**src/hw/rtl/wsdb_ram.sv**
```systemverilog
// generic single-write, single-read ram with registered read data
module wsdb_ram #(
  parameter int unsigned WIDTH = 8,
  parameter int unsigned DEPTH = 16
) (
  input  logic                     clk,
  input  logic                     we,
  input  logic [$clog2(DEPTH)-1:0] waddr,
  input  logic [WIDTH-1:0]         wdata,
  input  logic [$clog2(DEPTH)-1:0] raddr,
  output logic [WIDTH-1:0]         rdata
);

  logic [WIDTH-1:0] mem [DEPTH];

  always_ff @(posedge clk) begin
    if (we) begin
      mem[waddr] <= wdata;
    end
    rdata <= mem[raddr];
  end

endmodule

```
**config.mk**
```make
export PLATFORM = sky130hd
export DESIGN_NAME = wsdb_ram
export DESIGN_NICKNAME = d
export VERILOG_FILES = /design/src/hw/rtl/wsdb_ram.sv
export SDC_FILE = /design/constraint.sdc
export NUM_CORES = 1
export LEC_CHECK = 0
export BUFFER_PORTS_ARGS = -buffer_cell sky130_fd_sc_hd__buf_2
export CAP_MARGIN = 25
export CORE_MARGIN = 2
export CORE_UTILIZATION = 60
export DETAILED_ROUTE_END_ITERATION = 16
export PLACE_DENSITY = 0.78
export SYNTH_ARGS = -nofsm -noshare
export SYNTH_HDL_FRONTEND = slang
export SYNTH_SLANG_ARGS = --single-unit
```
**constraint.sdc**
```tcl
create_clock -name clk -period 2.3 [get_ports clk]
set_clock_uncertainty 0.1 [all_clocks]
set_input_delay 0.115 -clock clk [delete_from_list [all_inputs] [get_ports clk]]
set_output_delay 0.115 -clock clk [all_outputs]
set_load 0.05 [all_outputs]
```
## Word-level counts from Yosys, hierarchy flattened

Memory sizes are Yosys's and may differ from the RTL's. A register that Yosys moved wholly into a read port is not among the register bits.
Index checks and enable logic that the tools add are counted.

| storage, ports and cells | value |
|---|---|
| RAM bits | 128 |
| input port bits | 18 |
| output and inout bits | 8 |
| memories | 1 |
| bits in registers | 0 |
| logic and storage cells | 3 |

Memories:

| name | words | bits a word | rd ports | clocked after Yosys merged registers in | wr ports | line | source |
|---|---|---|---|---|---|---|---|
| mem | 16 | 8 | 1 | 1 | 1 | 14 | `logic [WIDTH-1:0] mem [DEPTH];` |

| cells by class | value |
|---|---|
| mux-type cells | 2 |

Operators by type and width:

| kind | count |
|---|---|
| two-way mux 1 bit | 2 |

## Logic depth before layout (Yosys ltp)

| depth | value |
|---|---|
| depth after elaboration | 2 |
| mapped depth | 5 |
| gate-level depth less buffers | 3 |

## Worst setup path after synthesis

OpenSTA, ideal clock, no wires.

| path | value |
|---|---|
| kind | input -> register |
| start | input port waddr[2] |
| end | memory mem[0][0] (enable) |
| arrival time | 1.225 ns |
| cell stages on the path | 2 |
| buffers on the path | 0 |
| library setup time | 0.383 ns |
| setup slack | 0.592 ns |
| data required time | 1.817 ns |
| cell sequence | or3b_2 nor3_1 |

RTL lines:

| item | line | source |
|---|---|---|
| from (decl) | 8 | `input logic [$clog2(DEPTH)-1:0] waddr,` |
| to (decl) | 14 |  |

Straight into the memory's write port.

## Worst setup path in the final report

| path | value |
|---|---|
| start | input port waddr[0] |
| end | memory mem[4][1] (enable) |

Straight into the memory's write port.

==> out/results.txt <==
Highest achievable clock rate -> 0.588 GHz
Global-route wire length before repair -> 15,500 um
Minimum clock period -> 1700 ps
CTS tree -> done
Cell Area, Synth -> 5150 um2
Antenna cells -> 0
Final antenna-violating net count -> 0
Final period utilization -> 73.9%
Largest net degree at the start of global routing -> 33
Power per Cell Area -> 939 nW/um2
Min-Delay Startpoint -> waddr[1]
Seq/Total Area, Yosys -> 77.8%
Run status -> complete, no violations
Post-route DRC violation count -> 0
Fillers -> 452
Synthesis-to-layout area growth -> 20.1%
Register area -> 4000 um2
Die area -> 9340 um2
FF-to-FF path depth -> 3
Worst reg2reg setup slack -> 740 ps
PnR Total Power -> 5.80 mW
I/O pin count -> 26
Synth Instances -> 229
Initial Util -> 62.3%
R2R Path Start -> mem[1][3]
Unrepaired setup endpoints after global routing -> no
Detailed Route WL -> 10,100 um
Slew headroom -> 49.0%
Worst Path Arrival -> 1810 ps
CTS buffer count -> 17
Syn Area/Cell -> 22.5 um2
Filler-free cell count of the finished design -> 411
Nets -> 311
# H-tree levels -> 4
Via Count -> 2,520
Placer congestion estimate -> 0.774
Syn_nets -> 247
Max-cap violation count -> 0
Final Hold Viols -> 0
Dpl hpwl -> 6020 um
Vias per cell -> 6.13
Clk buf depth -> 2
Worst-path clk slew -> 60 ps
First-pass iteration count of the detailed router -> 4
Port Buffers -> 25
Die height -> 96.6 um
Core ar. -> 8260 um2
Global-route usage over all layers -> 23.1%
Root buf cell -> clkbuf_8
Worst R2R End -> rdata[3]
Required time worst endpoint -> 2410 ps
Max-slew violation count -> 0
DRT iter0 DRCs -> 267
Hold depth -> 3
Max incr delay on CP -> 690 ps
DR WL/cell -> 24.6 um
Crit path top cell by count -> dlygate4sd3_1
Clk_lat worst skew -> 510 ps
Vias in the first global route -> 2,639
Final setup vio count -> 0
Total gr overflow -> 0
WHS Endpoint -> mem[0][6]
Crit Path Max Fanout -> 7
Worst hold path type -> input port to flip-flop
Slew @ Worst Pin -> 763 ps
Max IR drop VDD -> 0.523 mV
Placed cells -> 369
CP Class -> input port to flip-flop
Die Width -> 96.6 um
Crit end category -> flip-flop
Critical Path, Cell by Cell -> dlygate4sd3_1 -> buf_2 -> nor3_1 -> dlygate4sd3_1
Initial antenna violation count -> 0
Leakage -> 2.13 nW
Synth Warn # -> 0
Critical Path Start Type -> input port
Number of synthesized register bits -> 136
Clock Sinks -> 136
Final TNS setup -> 0 ps
Slowest cell on the critical path -> dlygate4sd3_1
Count of cell types in the netlist -> 19
Area occupied by multi-input gates -> 1060 um2
Layout cell share with drive strength beyond 1 -> 31.0%
Rows -> 33
-- how the worst max path moves through the flow --
stage | startpoint | to | depth (start not counted)
6_report | waddr[0] | mem[4][1] | 4
4_1_cts | waddr[0] | mem[4][1] | 4
3_5_place_dp | waddr[2] | mem[1][7] | 3
3_3_place_gp | waddr[2] | mem[1][7] | 3
5_1_grt | waddr[0] | mem[4][2] | 4
2_1_floorplan | waddr[2] | mem[0][0] | 2
-- cells in the mapped netlist --
master,instances,area share (%)
buf_6,3,0.66
and2b_1,1,0.15
nor3_1,4,0.39
and2_1,1,0.12
dfxtp_1,8,3.1
nor2b_1,1,0.12
mux4_1,14,7.1
nand2_1,9,0.66
nand3b_1,2,0.29
mux4_2,18,7.9
buf_4,1,0.15
or3b_2,1,0.17
buf_2,3,0.29
nand2b_1,2,0.24
nand3_1,1,0.097
nor2_1,13,0.95
clkdlybuf4s25_2,3,0.58
edfxtp_1,128,75
a22oi_1,16,2.3
-- repair_timing --
action	4_1_cts	5_1_grt
gates resized for setup	0	0
buffers inserted	0	0
hold buffers	10	0
endpoints found under the hold margin	131	0
-- power by group --
group / switching, mW / internal, mW
Clock: 1.01 / 1.68
Combinational: 0.202 / 0.120
Sequential: 0.0175 / 2.77
-- cell type report --
type	instances	area share (%)
Timing Repair Buffer	55	6.28
Tap cell	105	2.13
Multi-Input combinational cell	83	17.1
Clock inverter	14	2.79
Clock buffer	18	6.92
Sequential cell	136	64.8
-- layer usage --
layer  global-route usage, %  share of wire, %  vias to the layer above
li1                        -                 -                     1098
met1                    32.1                38                     1275
met2                    36.5                51                      134
met3                    6.14               9.1                       13
met4                    7.48               1.7                        0
met5                       0                 0                        -
-- cell usage in the layout (no fill, tap or decap), drive strengths merged --
| master | instances |
|---|---|
| buf | 45 |
| dfxtp | 8 |
| mux4 | 32 |
| nand3b | 2 |
| dlygate4sd3 | 10 |
| clkbuf | 18 |
| and2 | 1 |
| nor3 | 4 |
| a22oi | 16 |
| edfxtp | 128 |
| bufinv | 3 |
| nand2b | 2 |
| nor2b | 1 |
| nor2 | 13 |
| or3b | 1 |
| inv | 2 |
| clkinvlp | 4 |
| nand3 | 1 |
| nand2 | 9 |
| and2b | 1 |
| clkinv | 5 |
-- critical path: cells and delay by family --
family                 cells  cell delay [ps]
buffers and inverters      3             1380
and+or+nand+nor            1              320
-- per-stage QoR --
step / hold slack, ps / setup slack (ps) / cell area, um2 / util [%]
4_1_cts: 48.5 / 608 / 6180 / 74.8
3_5_place_dp: 414 / 474 / 5480 / 66.4
2_1_floorplan: 114 / 592 / 5150 / -
3_3_place_gp: 402 / 572 / 5480 / 66.4
5_1_grt: 77.4 / 549 / 6180 / 74.8
6_report: 60.7 / 600 / 6180 / 74.8
-- registers in the layout, indices dropped and copies added, names as in the netlist --
name / cells
rdata: 8
mem: 128
-- kinds of logic after synthesis --
family                 share of synthesized area (%)
AO/OA/AOI/OAI                                   2.33
multiplexers                                    15.0
buffers and inverters                           1.68
flip-flops                                      77.8
AND/OR/NAND/NOR                                 3.18
Note: power is estimated with default switching activity, not from simulation.
